[config.mk]
export PLATFORM = sky130hd
export DESIGN_NAME = series_frequency_upsampler
export DESIGN_NICKNAME = d
export VERILOG_FILES = /design/src/rtl/sfu_pkg.sv /design/src/rtl/sfu_div.sv /design/src/rtl/sfu_ctrl.sv /design/src/rtl/sfu_dpath.sv /design/src/rtl/series_frequency_upsampler.sv
export SDC_FILE = /design/constraint.sdc
export NUM_CORES = 1
export LEC_CHECK = 0
export BUFFER_PORTS_ARGS = -buffer_cell sky130_fd_sc_hd__buf_2
export CAP_MARGIN = 20
export CORE_MARGIN = 5
export CORE_UTILIZATION = 63
export DETAILED_ROUTE_END_ITERATION = 12
export HOLD_SLACK_MARGIN = 0.08
export PLACE_DENSITY = 0.81
export SYNTH_ARGS = -nofsm -noshare
export SYNTH_HDL_FRONTEND = slang
export SYNTH_SLANG_ARGS = --single-unit
export TNS_END_PERCENT = 100
[constraint.sdc]
create_clock -name clk -period 6.9 [get_ports clk]
set_input_delay 1.38 -clock clk [delete_from_list [all_inputs] [get_ports clk]]
set_output_delay 1.38 -clock clk [all_outputs]
set_load 0.005 [all_outputs]
[src/rtl/sfu_pkg.sv]
package sfu_pkg;

  localparam int VALUE_WIDTH = 32;
  localparam int MAX_RATIO   = 64;
  localparam int RATIO_W     = $clog2(MAX_RATIO + 1);
  localparam int CNT_W       = $clog2(MAX_RATIO);
  localparam int DIFF_W      = VALUE_WIDTH + 1;  // cur - prev, or divider input
  localparam int ACC_W       = VALUE_WIDTH + 2;  // quotients and running sums
  localparam int DIV_CNT_W   = $clog2(DIFF_W);
  localparam int CFG_IDX_W   = 2;

  // register indexes
  localparam logic [CFG_IDX_W-1:0] REG_METHOD = CFG_IDX_W'(0);
  localparam logic [CFG_IDX_W-1:0] REG_KIND   = CFG_IDX_W'(1);
  localparam logic [CFG_IDX_W-1:0] REG_RATIO  = CFG_IDX_W'(2);

  localparam logic METHOD_LINEAR = 1'b0;
  localparam logic METHOD_STEP   = 1'b1;
  localparam logic KIND_STOCK    = 1'b0;
  localparam logic KIND_FLOW     = 1'b1;

  localparam logic [RATIO_W-1:0] RATIO_MIN   = RATIO_W'(2);
  localparam logic [RATIO_W-1:0] RATIO_MAX   = RATIO_W'(MAX_RATIO);
  localparam logic [RATIO_W-1:0] RATIO_RESET = RATIO_W'(4);

  typedef struct packed {
    logic load;       // input transfer this cycle
    logic div_start;  // launch the divider on the loaded item
    logic step;       // output transfer this cycle
  } sfu_cmd_t;

  typedef struct packed {
    logic need_div;   // offered item needs a quotient
    logic div_done;
    logic last;       // current output closes the group
  } sfu_status_t;

endpackage

[src/rtl/sfu_div.sv]
module sfu_div (
  input  logic                                clk,
  input  logic                                rst,
  input  logic                                start,
  input  logic signed [sfu_pkg::DIFF_W-1:0]   dividend,
  input  logic        [sfu_pkg::RATIO_W-1:0]  divisor,
  output logic                                done,
  output logic signed [sfu_pkg::ACC_W-1:0]    q_trunc,
  output logic signed [sfu_pkg::ACC_W-1:0]    q_floor,
  output logic        [sfu_pkg::RATIO_W-1:0]  r_floor
);

  localparam logic [sfu_pkg::DIV_CNT_W-1:0] DIV_LAST =
    sfu_pkg::DIV_CNT_W'(sfu_pkg::DIFF_W - 1);

  logic                             busy;
  logic [sfu_pkg::DIV_CNT_W-1:0]    cnt;
  logic [sfu_pkg::DIFF_W-1:0]       quo;
  logic [sfu_pkg::RATIO_W-1:0]      rem;
  logic [sfu_pkg::RATIO_W-1:0]      dvs;
  logic                             neg;

  logic [sfu_pkg::DIFF_W-1:0]       mag_in;
  logic [sfu_pkg::RATIO_W:0]        trial;
  logic [sfu_pkg::RATIO_W:0]        trial_sub;
  logic                             fits;
  logic [sfu_pkg::RATIO_W-1:0]      rem_next;
  logic [sfu_pkg::ACC_W-1:0]        mag;

  assign mag_in    = dividend[sfu_pkg::DIFF_W-1] ? (~dividend + 1'b1) : dividend;
  assign trial     = {rem, quo[sfu_pkg::DIFF_W-1]};
  assign fits      = trial >= {1'b0, dvs};
  assign trial_sub = trial - {1'b0, dvs};
  assign rem_next  = fits ? trial_sub[sfu_pkg::RATIO_W-1:0] : trial[sfu_pkg::RATIO_W-1:0];

  always_ff @(posedge clk) begin
    if (rst) begin
      busy <= 1'b0;
      done <= 1'b0;
    end else begin
      done <= 1'b0;
      if (start) begin
        busy <= 1'b1;
      end else if (busy && cnt == DIV_LAST) begin
        busy <= 1'b0;
        done <= 1'b1;
      end
    end
  end

  // restoring division of the magnitude, one quotient bit per cycle
  always_ff @(posedge clk) begin
    if (start) begin
      cnt <= '0;
      quo <= mag_in;
      rem <= '0;
      dvs <= divisor;
      neg <= dividend[sfu_pkg::DIFF_W-1];
    end else if (busy) begin
      cnt <= cnt + 1'b1;
      quo <= {quo[sfu_pkg::DIFF_W-2:0], fits};
      rem <= rem_next;
    end
  end

  // sign fixup: truncated and floored forms
  always_comb begin
    mag     = {1'b0, quo};
    q_trunc = neg ? (~mag + 1'b1) : mag;
    if (neg && rem != '0) begin
      q_floor = ~mag;
      r_floor = dvs - rem;
    end else begin
      q_floor = q_trunc;
      r_floor = rem;
    end
  end

endmodule

[src/rtl/sfu_ctrl.sv]
module sfu_ctrl (
  input  logic                  clk,
  input  logic                  rst,
  input  logic                  s_valid,
  input  logic                  m_ready,
  input  sfu_pkg::sfu_status_t  status,
  output logic                  s_ready,
  output logic                  m_valid,
  output sfu_pkg::sfu_cmd_t     cmd
);

  typedef enum logic [1:0] {
    ST_IDLE,
    ST_DIV,
    ST_EMIT
  } state_t;

  state_t state;

  always_comb begin
    cmd.load      = (state == ST_IDLE) && s_valid;
    cmd.div_start = cmd.load && status.need_div;
    cmd.step      = (state == ST_EMIT) && m_ready;
  end

  always_ff @(posedge clk) begin
    if (rst) begin
      state   <= ST_IDLE;
      s_ready <= 1'b1;
      m_valid <= 1'b0;
    end else begin
      unique case (state)
        ST_IDLE: begin
          if (cmd.load) begin
            s_ready <= 1'b0;
            if (status.need_div) begin
              state <= ST_DIV;
            end else begin
              state   <= ST_EMIT;
              m_valid <= 1'b1;
            end
          end
        end
        ST_DIV: begin
          if (status.div_done) begin
            state   <= ST_EMIT;
            m_valid <= 1'b1;
          end
        end
        ST_EMIT: begin
          if (cmd.step && status.last) begin
            state   <= ST_IDLE;
            m_valid <= 1'b0;
            s_ready <= 1'b1;
          end
        end
        default: begin
          state   <= ST_IDLE;
          m_valid <= 1'b0;
          s_ready <= 1'b1;
        end
      endcase
    end
  end

endmodule

[src/rtl/sfu_dpath.sv]
module sfu_dpath (
  input  logic                                    clk,
  input  logic                                    rst,
  input  logic                                    cfg_we,
  input  logic        [sfu_pkg::CFG_IDX_W-1:0]    cfg_index,
  input  logic        [sfu_pkg::RATIO_W-1:0]      cfg_data,
  input  logic signed [sfu_pkg::VALUE_WIDTH-1:0]  in_value,
  input  logic                                    in_present,
  input  logic                                    in_end,
  input  sfu_pkg::sfu_cmd_t                       cmd,
  output sfu_pkg::sfu_status_t                    status,
  output logic signed [sfu_pkg::VALUE_WIDTH-1:0]  out_value,
  output logic                                    out_present,
  output logic                                    out_last
);

  localparam logic signed [sfu_pkg::ACC_W-1:0] ACC_ONE = sfu_pkg::ACC_W'(1);

  // configuration
  logic                             method;
  logic                             kind;
  logic [sfu_pkg::RATIO_W-1:0]      ratio;

  // series state
  logic signed [sfu_pkg::VALUE_WIDTH-1:0] prev_value;
  logic                                   prev_present;

  // per-item registers
  logic signed [sfu_pkg::VALUE_WIDTH-1:0] cur;
  logic signed [sfu_pkg::VALUE_WIDTH-1:0] base_prev;
  logic                                   ok;
  logic                                   flow;
  logic                                   step_mode;
  logic [sfu_pkg::RATIO_W-1:0]            r;
  logic [sfu_pkg::CNT_W-1:0]              j;

  // running floor((j+1)*d/r) as acc + rsd/r
  logic signed [sfu_pkg::ACC_W-1:0]       acc;
  logic [sfu_pkg::RATIO_W-1:0]            rsd;
  logic signed [sfu_pkg::ACC_W-1:0]       qd;
  logic [sfu_pkg::RATIO_W-1:0]            rd;
  logic signed [sfu_pkg::ACC_W-1:0]       qtr;

  logic [sfu_pkg::RATIO_W-1:0]            r_clamp;
  logic signed [sfu_pkg::DIFF_W-1:0]      cur_ext;
  logic signed [sfu_pkg::DIFF_W-1:0]      prev_ext;
  logic signed [sfu_pkg::DIFF_W-1:0]      dividend;
  logic                                   div_done;
  logic signed [sfu_pkg::ACC_W-1:0]       div_qt;
  logic signed [sfu_pkg::ACC_W-1:0]       div_qf;
  logic [sfu_pkg::RATIO_W-1:0]            div_rf;
  logic [sfu_pkg::RATIO_W:0]              rsum;
  logic [sfu_pkg::RATIO_W:0]              rsum_sub;
  logic                                   wrap;
  logic signed [sfu_pkg::ACC_W-1:0]       base;
  logic signed [sfu_pkg::ACC_W-1:0]       lin;

  always_comb begin
    if (ratio < sfu_pkg::RATIO_MIN) begin
      r_clamp = sfu_pkg::RATIO_MIN;
    end else if (ratio > sfu_pkg::RATIO_MAX) begin
      r_clamp = sfu_pkg::RATIO_MAX;
    end else begin
      r_clamp = ratio;
    end
  end

  assign cur_ext  = sfu_pkg::DIFF_W'(in_value);
  assign prev_ext = sfu_pkg::DIFF_W'(prev_value);
  assign dividend = (kind == sfu_pkg::KIND_FLOW) ? cur_ext : (cur_ext - prev_ext);

  assign status.need_div = in_present &&
                           ((kind == sfu_pkg::KIND_FLOW) ||
                            (method == sfu_pkg::METHOD_LINEAR && prev_present));
  assign status.div_done = div_done;
  assign status.last     = {1'b0, j} == (r - 1'b1);

  sfu_div u_div (
    .clk      (clk),
    .rst      (rst),
    .start    (cmd.div_start),
    .dividend (dividend),
    .divisor  (r_clamp),
    .done     (div_done),
    .q_trunc  (div_qt),
    .q_floor  (div_qf),
    .r_floor  (div_rf)
  );

  always_ff @(posedge clk) begin
    if (rst) begin
      method       <= sfu_pkg::METHOD_LINEAR;
      kind         <= sfu_pkg::KIND_STOCK;
      ratio        <= sfu_pkg::RATIO_RESET;
      prev_value   <= '0;
      prev_present <= 1'b0;
    end else begin
      if (cfg_we) begin
        unique case (cfg_index)
          sfu_pkg::REG_METHOD: method <= cfg_data[0];
          sfu_pkg::REG_KIND:   kind   <= cfg_data[0];
          sfu_pkg::REG_RATIO:  ratio  <= cfg_data;
          default: ;
        endcase
      end
      if (cmd.load) begin
        if (in_end) begin
          prev_value   <= '0;
          prev_present <= 1'b0;
        end else begin
          prev_value   <= in_value;
          prev_present <= in_present;
        end
      end
    end
  end

  assign rsum     = {1'b0, rsd} + {1'b0, rd};
  assign rsum_sub = rsum - {1'b0, r};
  assign wrap     = rsum >= {1'b0, r};

  always_ff @(posedge clk) begin
    if (cmd.load) begin
      cur       <= in_value;
      base_prev <= prev_value;
      ok        <= in_present && ((kind == sfu_pkg::KIND_FLOW) ||
                                  (method == sfu_pkg::METHOD_STEP) || prev_present);
      flow      <= kind == sfu_pkg::KIND_FLOW;
      step_mode <= method == sfu_pkg::METHOD_STEP;
      r         <= r_clamp;
      j         <= '0;
    end else if (cmd.step) begin
      j <= j + 1'b1;
    end

    if (div_done) begin
      acc <= div_qf;
      rsd <= div_rf;
      qd  <= div_qf;
      rd  <= div_rf;
      qtr <= div_qt;
    end else if (cmd.step) begin
      acc <= acc + qd + (wrap ? ACC_ONE : '0);
      rsd <= wrap ? rsum_sub[sfu_pkg::RATIO_W-1:0] : rsum[sfu_pkg::RATIO_W-1:0];
    end
  end

  // prev + floor part, bumped toward zero when negative with a fraction left
  assign base = sfu_pkg::ACC_W'(base_prev) + acc;
  assign lin  = (base < 0 && rsd != '0) ? base + ACC_ONE : base;

  always_comb begin
    if (!ok) begin
      out_value = '0;
    end else if (flow) begin
      out_value = qtr[sfu_pkg::VALUE_WIDTH-1:0];
    end else if (step_mode) begin
      out_value = cur;
    end else begin
      out_value = lin[sfu_pkg::VALUE_WIDTH-1:0];
    end
  end

  assign out_present = ok;
  assign out_last    = status.last;

endmodule

[src/rtl/series_frequency_upsampler.sv]
// Each accepted sample yields ratio outputs (ratio clamped to 2..64), one per cycle
// while m_axis_tready is high. Flow items with the sample present and linear stock
// items with both samples present go through the 33-bit bit-serial divider before
// their first output. Other items: first output the cycle after the transfer. One item
// in flight at a time: a new input is taken only after the group's last output.
// Synchronous reset: idle, linear stock with ratio 4, previous sample cleared.
module series_frequency_upsampler (
  input  logic                                    clk,
  input  logic                                    rst,
  input  logic                                    cfg_we,
  input  logic        [sfu_pkg::CFG_IDX_W-1:0]    cfg_index,
  input  logic        [sfu_pkg::RATIO_W-1:0]      cfg_data,
  input  logic                                    s_axis_tvalid,
  output logic                                    s_axis_tready,
  input  logic signed [sfu_pkg::VALUE_WIDTH-1:0]  s_axis_tdata,   // sample_value
  input  logic                                    s_axis_tuser,   // sample_present
  input  logic                                    s_axis_tlast,   // series_end
  output logic                                    m_axis_tvalid,
  input  logic                                    m_axis_tready,
  output logic signed [sfu_pkg::VALUE_WIDTH-1:0]  m_axis_tdata,   // out_value
  output logic                                    m_axis_tuser,   // out_present
  output logic                                    m_axis_tlast    // last_of_group
);

  sfu_pkg::sfu_cmd_t    cmd;
  sfu_pkg::sfu_status_t status;

  sfu_ctrl u_ctrl (
    .clk     (clk),
    .rst     (rst),
    .s_valid (s_axis_tvalid),
    .m_ready (m_axis_tready),
    .status  (status),
    .s_ready (s_axis_tready),
    .m_valid (m_axis_tvalid),
    .cmd     (cmd)
  );

  sfu_dpath u_dpath (
    .clk         (clk),
    .rst         (rst),
    .cfg_we      (cfg_we),
    .cfg_index   (cfg_index),
    .cfg_data    (cfg_data),
    .in_value    (s_axis_tdata),
    .in_present  (s_axis_tuser),
    .in_end      (s_axis_tlast),
    .cmd         (cmd),
    .status      (status),
    .out_value   (m_axis_tdata),
    .out_present (m_axis_tuser),
    .out_last    (m_axis_tlast)
  );

endmodule

==> flow_summary.ini, run 1 <==
[yosys]
yosys.cell_types.count = 91
syn_nets = 2465
synth_largest_area_cell = edfxtp_1
synthArstFlopShare_pct = 0
synth_top_area_share_pct = 32.9
syn_area_mm2 = 0.0209
synth_flop_cell = edfxtp_1
synth.area.top_cells = edfxtp_1 33%, ha_1 7.8%, dfxtp_1 6.4%, xnor2_1 4.9%, nand2_1 4.5%
ys_warn_count = 0
yosys_register_bits = 296
seq_area_frac_synth_pct = 39.3
postSynthCellCount = 2278
syn_area_per_cell_um2 = 9.18
synth_edf_count = 229

[finish]
nFillCells = 2515
multi_input_area_mm2 = 0.0119
insertedDiodeCount = 0
layout.nets = 2498
syn_to_final_growth_pct = 8.75
mostFrequentLayoutCell = nand2_1
layout_common_cells = 251 x nand2_1, 229 x edfxtp_1, 182 x a21oi_1, 159 x nor2_1, 156 x o21ai_0
drive_above_1_share_pct = 8.70
final_cells = 2776
fin_area_mm2 = 0.0227
fin_util_pct = 69.7
regArea_mm2 = 0.00822

[clock_tree]
htreeDepth = 2
cts_setup_buffers = 0
hold_buffers = 0
tritoncts = built
cts.repair.resized = 0
clk_pin_slew_ps = 60
clock-sinks = 296
cts_max_path_buffers = 3
root_buffer = clkbuf_16
clock_latency_ps = 520
cts_made_buffers = 34

[place]
place_area_mm2 = 0.0216
portBuffers = 83
hpwl_mm = 47.0
post-place-cells = 2716
place_congestion = 0.969

[worst_setup_path]
worst_path_most_repeated_cell = nand3_1
cp_num_buf_inv = 1
worst_path_largest_cell_delay_ps = 550
critPathArrivalTime_ps = 5140
path_class = flop to primary output
crit_path_end_kind = primary output
cpLargestDelayFamily = simple AND/OR/NAND/NOR gates
worst_ep_required_time_ps = 5520
start_kind = flop
crit_path_top_delay_cell = a211oi_1
cp_cell_sequence = ha_1, fa_1, a21o_1, a221oi_2, nor4_1, a211oi_1, nand3_1, nor4_2, and4b_1, nand3_1, or4b_1, nand3_1, a22o_1, buf_2
crit_path_max_fanout = 5

[sta]
max-slew-margin-rel_pct = 25.8
hold_viol = 0
clock.fmax_mhz = 153
drv_slew = 0
fin_tns_setup_ps = 0
setup_viol = 0
finClkSkew_ps = 31.1
rsz0062_at_grt = no
post-route-period-util_pct = 94.5
worst-slew-pin-transition_ps = 1110
fin_crit_ps = 6520

[power_and_ir_drop]
p_leak_nw = 8.80
power_switching_w = 0.00196
power_frac_seq_pct = 38.4
clockPowerShare_pct = 31.9
vdd_drop_max_uv = 202
swShare_pct = 33.7
intPower_w = 0.00386
pwr_density_cell_mw_per_mm2 = 256
p_comb_share_pct = 29.7

[run]
max_cap_viol_count = 0

[die]
std_cell_rows = 66
initial_core_util_pct = 64.1
die_x_um = 192
die-area_mm2 = 0.0369
ios = 84
core_region_area_mm2 = 0.0326
die_height_um = 192

[global_routing]
grt_util_all_layers_pct = 32.8
grt_pass1_wl_mm = 94.8
grt_pass1_vias = 16900
grt_overflow = 0
grt_max_degree = 85
grt_antenna_before_repair = 0

[routing]
viasPerCell = 6.55
firstDrtPassIters = 6
drt-total-wl_mm = 61.7
drtIter0Drc = 2220
routedWlPerCell_um = 22.2
ant_nets = 0
drc_errors = 0
vias = 18200

[status]
status = complete, no violations

[worst_hold_path]
worst_hold_path_type = flop to flop
[logic make-up after synthesis]
kind of cell / after synthesis / share of synthesized area, %
compound gates: 633 / 19.3
flops: 296 / 39.3
mux: 34 / 1.68
buf+inv: 206 / 3.78
simple gates: 752 / 18.2
fa+ha+maj: 139 / 8.61
xor+xnor: 218 / 9.13
[flip-flops by register name (all words and copies together), names as in the netlist, 32 cells and up]
register            count
u_dpath.acc            34
u_dpath.qtr            32
u_dpath.base_prev      32
u_dpath.u_div.quo      33
u_dpath.prev_value     32
u_dpath.qd             34
u_dpath.cur            32
[per-stage QoR]
step,power [W],setup WS (ps),hold WS [ps]
final,0.00582,380,459
after floorplan,0.00345,1520,430
after global routing,0.00606,99.8,475
after CTS,0.00577,531,462
after global placement,0.00389,963,436
after detailed placement,0.00394,732,436
[power by group through the flow]
stage | clock, W | combinational (W) | sequential (W)
after CTS | 0.00185 | 0.00169 | 0.00223
after floorplan | 0 | 0.00126 | 0.00220
final | 0.00185 | 0.00173 | 0.00224
after detailed placement | 0 | 0.00167 | 0.00226
after global routing | 0.00193 | 0.00189 | 0.00224
after global placement | 0 | 0.00163 | 0.00226
[cells in the mapped netlist (7+ instances only)]
master      n
a211oi_1   27
a21o_1     57
a21oi_1   182
a31oi_1    24
and2_1     16
and3_1     21
buf_1       7
buf_2      10
clkbuf_1   81
dfxtp_1    67
edfxtp_1  229
fa_1        8
ha_1      131
inv_1     104
mux2_2      9
mux2i_1    25
nand2_1   252
nand2b_1   27
nand3_1    50
nand3b_1   36
nand4_1    32
nor2_1    159
nor2b_1    19
nor3_1     37
nor3b_1    13
nor4_1     13
o211ai_1   21
o21a_1     23
o21ai_0   156
o21ai_1    11
o21bai_1   14
o22ai_1     9
o31ai_1    20
or2_2      11
or3_1      19
or4_1      10
xnor2_1   116
xor2_1    102
[worst paths after layout]
path / slack (ps) / depth (start not counted) / from / endpoint
min: 460 / 0 / u_dpath.prev_value[29] / u_dpath.base_prev[29]
max: 380 / 14 / u_dpath.acc[0] / m_axis_tdata[27]
max reg2reg: 590 / 25 / u_dpath.rsd[0] / u_dpath.acc[30]
min reg2reg: 460 / 0 / u_dpath.prev_value[29] / u_dpath.base_prev[29]
[per-layer routing]
layer / vias up / part of all wire [%] / global-route usage (%) / wire, um
met4: 0 / 3.9 / 11.2 / 2380
li1: 8416 / - / - / -
met5: - / 0 / 0 / 0
met3: 148 / 12 / 5.56 / 7170
met2: 990 / 45 / 51.5 / 27600
met1: 8627 / 40 / 46.2 / 24500
[worst register-to-register path, delay by kind of cell, from the launching register on]
kind / cells / cell delay [ps]
compound gates: 13 / 3080
xor+xnor: 2 / 370
buf+inv: 1 / 210
flops: 1 / 400
fa+ha+maj: 5 / 1470
simple gates: 4 / 500
[layout make-up]
class	count	share of cell area, %
Clock buffer	42	3.92
Sequential cell	296	36.2
Clock inverter	17	1.06
Tap cell	442	2.43
Timing Repair Buffer	97	2.29
Inverter	106	1.76
Multi-Input combinational cell	1776	52.4
Note: power is estimated with default switching activity, not from simulation.
==> inputs of run 2 (changes only) <==
--- a/config.mk
+++ b/config.mk
@@ -5,11 +5,11 @@
 export SDC_FILE = /design/constraint.sdc
 export NUM_CORES = 1
 export LEC_CHECK = 0
-export BUFFER_PORTS_ARGS = -buffer_cell sky130_fd_sc_hd__buf_2
 export CAP_MARGIN = 20
 export CORE_MARGIN = 5
-export CORE_UTILIZATION = 63
+export CORE_UTILIZATION = 65
 export DETAILED_ROUTE_END_ITERATION = 12
+export DONT_BUFFER_PORTS = 1
 export HOLD_SLACK_MARGIN = 0.08
 export PLACE_DENSITY = 0.81
 export SYNTH_ARGS = -nofsm -noshare
==> run 2 against run 1 <==
Net effect: sequential share of layout area up 0.75 points; cell count decreased by 4.2%; wire length is 0.41% lower; setup slack is essentially flat; total power shrank 1.0%; non-clock buffer count is 83 lower; die area is 2.9% lower; highest routed layer unchanged; count of clock-buffer cells in the layout increased by 1; critical path depth is 1 lower; largest cell class unchanged.
==> flow_summary.ini, run 2 (synthesis gave the netlist of run 1 again) <==
[status]
status = complete, no violations

[global_routing]
grt_overflow = 0
grt_use_met3_pct = 7.78
met1_usage_pct = 45.5
busiest_layer = met2
grt_antenna_before_repair = 8
grt_max_degree = 66
met2_usage_pct = 52.0
grt_util_all_layers_pct = 33.5
grt_pass1_wl_mm = 95.2
grt_pass1_vias = 17100

[finish]
fin_area_mm2 = 0.0223
fin_util_pct = 70.4
syn_to_final_growth_pct = 6.52
multi_input_area_mm2 = 0.0119
layout.nets = 2415
final_cells = 2659
regArea_mm2 = 0.00822
mostFrequentLayoutCell = nand2_1
layout_common_cells = 251 x nand2_1, 229 x edfxtp_1, 182 x a21oi_1, 159 x nor2_1, 156 x o21ai_0
reg_top3 = u_dpath.acc: 34 flops, u_dpath.qd: 34 flops, u_dpath.u_div.quo: 33 flops
nFillCells = 2429
drive_above_1_share_pct = 5.29

[die]
die_height_um = 189
die-area_mm2 = 0.0358
std_cell_rows = 65
die_x_um = 189
ios = 84
initial_core_util_pct = 66.1
core_region_area_mm2 = 0.0316

[sta]
fin_crit_ps = 6520
worst-slew-pin-transition_ps = 1070
post-route-period-util_pct = 94.5
setup_viol = 0
drv_slew = 0
hold_viol = 0
max-slew-margin-rel_pct = 28.4
fin_tns_setup_ps = 0
finClkSkew_ps = 15.8
clock.fmax_mhz = 153
rsz0062_at_grt = no

[routing]
viasPerCell = 6.74
routedWlPerCell_um = 23.1
drt-total-wl_mm = 61.4
firstDrtPassIters = 6
drc_errors = 0
drtIter0Drc = 2179
vias = 17900
ant_nets = 0

[place]
place_area_mm2 = 0.0211
place_congestion = 1.04
portBuffers = 0
post-place-cells = 2594
hpwl_mm = 46.8

[worst_setup_path]
critPathArrivalTime_ps = 5140
reg2reg_setup_slack_ps = 890
path_class = flop to primary output
crit_path_end_kind = primary output
worst_ep_required_time_ps = 5520
crit_path_max_fanout = 5
start_kind = flop

[clock_tree]
htreeDepth = 2
cts_made_buffers = 34
tritoncts = built
cts_setup_buffers = 0
clk_pin_slew_ps = 60
root_buffer = clkbuf_16
clock-sinks = 296
cts_max_path_buffers = 3
cts.repair.resized = 0
clock_latency_ps = 530
hold_buffers = 0

[power_and_ir_drop]
p_leak_nw = 8.45
pwr_density_cell_mw_per_mm2 = 259
vdd_drop_max_uv = 224

[worst_hold_path]
worst_hold_path_type = flop to flop

[run]
max_cap_viol_count = 0
## run 2: layout make-up
cell class,instances,area share [%]
Clock buffer,43,4.30
Sequential cell,296,36.9
Multi-Input combinational cell,1776,53.5
Antenna cell,6,0.0674
Tap cell,402,2.26
Clock inverter,16,0.714
Inverter,106,1.80
Timing Repair Buffer,14,0.472
## run 2: worst paths after layout
check / startpoint / to / cells past startpoint
worst max-delay path: u_dpath.acc[0] / m_axis_tdata[26] / 13
worst min-delay path: u_dpath.prev_value[22] / u_dpath.base_prev[22] / 0
worst max register to register: u_dpath.rsd[0] / u_dpath.acc[32] / 24
worst min register to register: u_dpath.prev_value[22] / u_dpath.base_prev[22] / 0
## run 2: through the flow
stage	setup slack, ps	hold slack [ps]	total power (W)
detailed placement	1020	443	0.00390
global route	20.3	467	0.00601
global placement	1120	438	0.00384
CTS	515	456	0.00572
floorplan	1520	430	0.00345
finish	381	456	0.00576
## run 2: worst max-delay path, stage by stage (launching register included)
cell and delay, ps:
edfxtp_1 400, ha_1 250, fa_1 430, a21o_1 240, a221oi_2 380, nor4_1 90, a211oi_1 520, nand3_1 350
nor4_2 380, and4b_1 320, and2_1 250, nand2b_1 100, and3_1 190, nor4_1 700
## run 2: report_power, final
group | total (W) | internal (W) | switching [W]
registers | 0.00224 | 0.00208 | 0.000153
logic | 0.00168 | 0.000636 | 0.00104
clock network | 0.00184 | 0.00110 | 0.000745
total | 0.00576 | 0.00382 | 0.00194
## run 2: per-layer routing
layer	vias to the layer above	routed length (um)
met4	0	3080
met2	1053	27000
met3	176	7400
li1	8262	-
met1	8443	23900
met5	-	0
==> inputs of run 3 (changes only) <==
--- a/config.mk
+++ b/config.mk
@@ -14,5 +14,6 @@
 export PLACE_DENSITY = 0.81
 export SYNTH_ARGS = -nofsm -noshare
 export SYNTH_HDL_FRONTEND = slang
+export SYNTH_HIERARCHICAL = 1
 export SYNTH_SLANG_ARGS = --single-unit
 export TNS_END_PERCENT = 100
==> run 3 against run 2 <==
Net effect: register-to-register slack got worse by 60 ps; flip-flop and latch count unchanged; wire length decreased by 9.1%; core utilization decreased by 0.81 points; synthesized cell count decreased by 3.1%; global-route usage decreased by 3.1 points; sequential power decreased by 3%; combinational power decreased by 18%; total power decreased by 9.3%; via count decreased by 4.4%; first-iteration DRC count decreased by 8.0%; critical path type unchanged.
==> flow_summary.ini, run 3 <==
[status]
status = complete, no violations

[place]
post-place-cells = 2530
place_congestion = 0.980
place_area_mm2 = 0.0209
hpwl_mm = 42.7
portBuffers = 0

[die]
die_x_um = 188
die-area_mm2 = 0.0354
ios = 84
die_height_um = 188
std_cell_rows = 65
initial_core_util_pct = 65.5
core_region_area_mm2 = 0.0315

[global_routing]
grt_overflow = 0
grt_max_degree = 89
grt_pass1_vias = 15900
grt_util_all_layers_pct = 30.5
grt_antenna_before_repair = 2
grt_pass1_wl_mm = 87.0

[yosys]
syn_nets = 2394
ys_warn_count = 6
syn_area_per_cell_um2 = 9.34
syn_area_mm2 = 0.0206
postSynthCellCount = 2207

[clock_tree]
clock_latency_ps = 570
tritoncts = built
root_buffer = clkbuf_16
hold_buffers = 0
htreeDepth = 1
clk_pin_slew_ps = 60
cts_setup_buffers = 0
clock-sinks = 296
cts_max_path_buffers = 3
cts.repair.resized = 0
cts_made_buffers = 31

[routing]
viasPerCell = 6.62
vias = 17100
ant_nets = 0
drtIter0Drc = 2005
drc_errors = 0
firstDrtPassIters = 6
drt-total-wl_mm = 55.9
routedWlPerCell_um = 21.6

[finish]
layout_common_cells = 229 x edfxtp_1, 198 x nand2_1, 180 x nor2_1, 168 x o21ai_0, 156 x a21oi_1
fin_area_mm2 = 0.0219
insertedDiodeCount = 0
drive_above_1_share_pct = 5.86
mostFrequentLayoutCell = edfxtp_1
reg_top3 = u_dpath/acc: 34 flops, u_dpath/qd: 34 flops, u_dpath/u_div/quo: 33 flops
final_cells = 2588
layout.nets = 2348
syn_to_final_growth_pct = 6.23
nFillCells = 2321

[sta]
worst-slew-pin-transition_ps = 1060
setup_viol = 0
fin_crit_ps = 6380
worst_hold_slack_ps = 418
drv_slew = 0
rsz0062_at_grt = no
clock.fmax_mhz = 157
fin_tns_setup_ps = 0
max-slew-margin-rel_pct = 29.0
finClkSkew_ps = 23.6
post-route-period-util_pct = 92.5
hold_viol = 0

[worst_hold_path]
whs_path_depth = 0
worst_hold_path_type = flop to flop

[power_and_ir_drop]
power_w = 0.00522
pwr_density_cell_mw_per_mm2 = 238
p_leak_nw = 8.10
vdd_drop_max_uv = 201

[worst_setup_path]
crit_path_end_kind = primary output
start_kind = flop
path_class = flop to primary output
r2r_cells = 25
crit_path_max_fanout = 7
worst_ep_required_time_ps = 5520
critPathArrivalTime_ps = 5000

[run]
max_cap_viol_count = 0
## run 3: where the power goes
group	internal, W	switching [W]
clock	0.000963	0.000700
combinational	0.000543	0.000838
sequential	0.00205	0.000130
## run 3: cell type report
type,count,area (um^2),share of cell area [%]
Tap cell,402,503,2.30
Inverter,101,379,1.73
Multi-Input combinational cell,1715,11600,53.2
Clock buffer,39,866,3.95
Clock inverter,19,166,0.760
Timing Repair Buffer,16,120,0.549
Sequential cell,296,8220,37.6
## run 3: worst max-delay path: stages (launching register included)
cell      delay (ps)
edfxtp_1         420
ha_1             260
fa_1             460
a211o_1          330
a211oi_2         230
o211ai_1         160
and4b_1          290
nand2_1           90
or2_2            320
or4b_1           670
nor4_4           400
xor2_1           310
a222oi_1         120
nor2_1           360
## run 3: path summary, 6_finish.rpt
check / from / to / slack [ps]
setup reg to reg: u_dpath/rsd[0] / u_dpath/acc[30] / 830
setup / recovery: u_dpath/acc[0] / m_axis_tdata[21] / 520
hold reg to reg: u_dpath/prev_value[21] / u_dpath/base_prev[21] / 420
hold / removal: u_dpath/prev_value[21] / u_dpath/base_prev[21] / 420
## run 3: layer usage
metal	vias up	GRT usage, %	share of wire (%)
met5	-	0	0.023
met4	2	6.27	2.1
met3	74	6.11	12
met2	865	46.4	44
met1	8147	45.5	42
li1	8057	-	-
## run 3: per-stage QoR
step	setup slack, ps	utilization, %
after floorplan	512	-
final	516	69.6
after detailed placement	610	66.3
after global routing	355	69.6
after CTS	591	69.6
after global placement	738	66.3
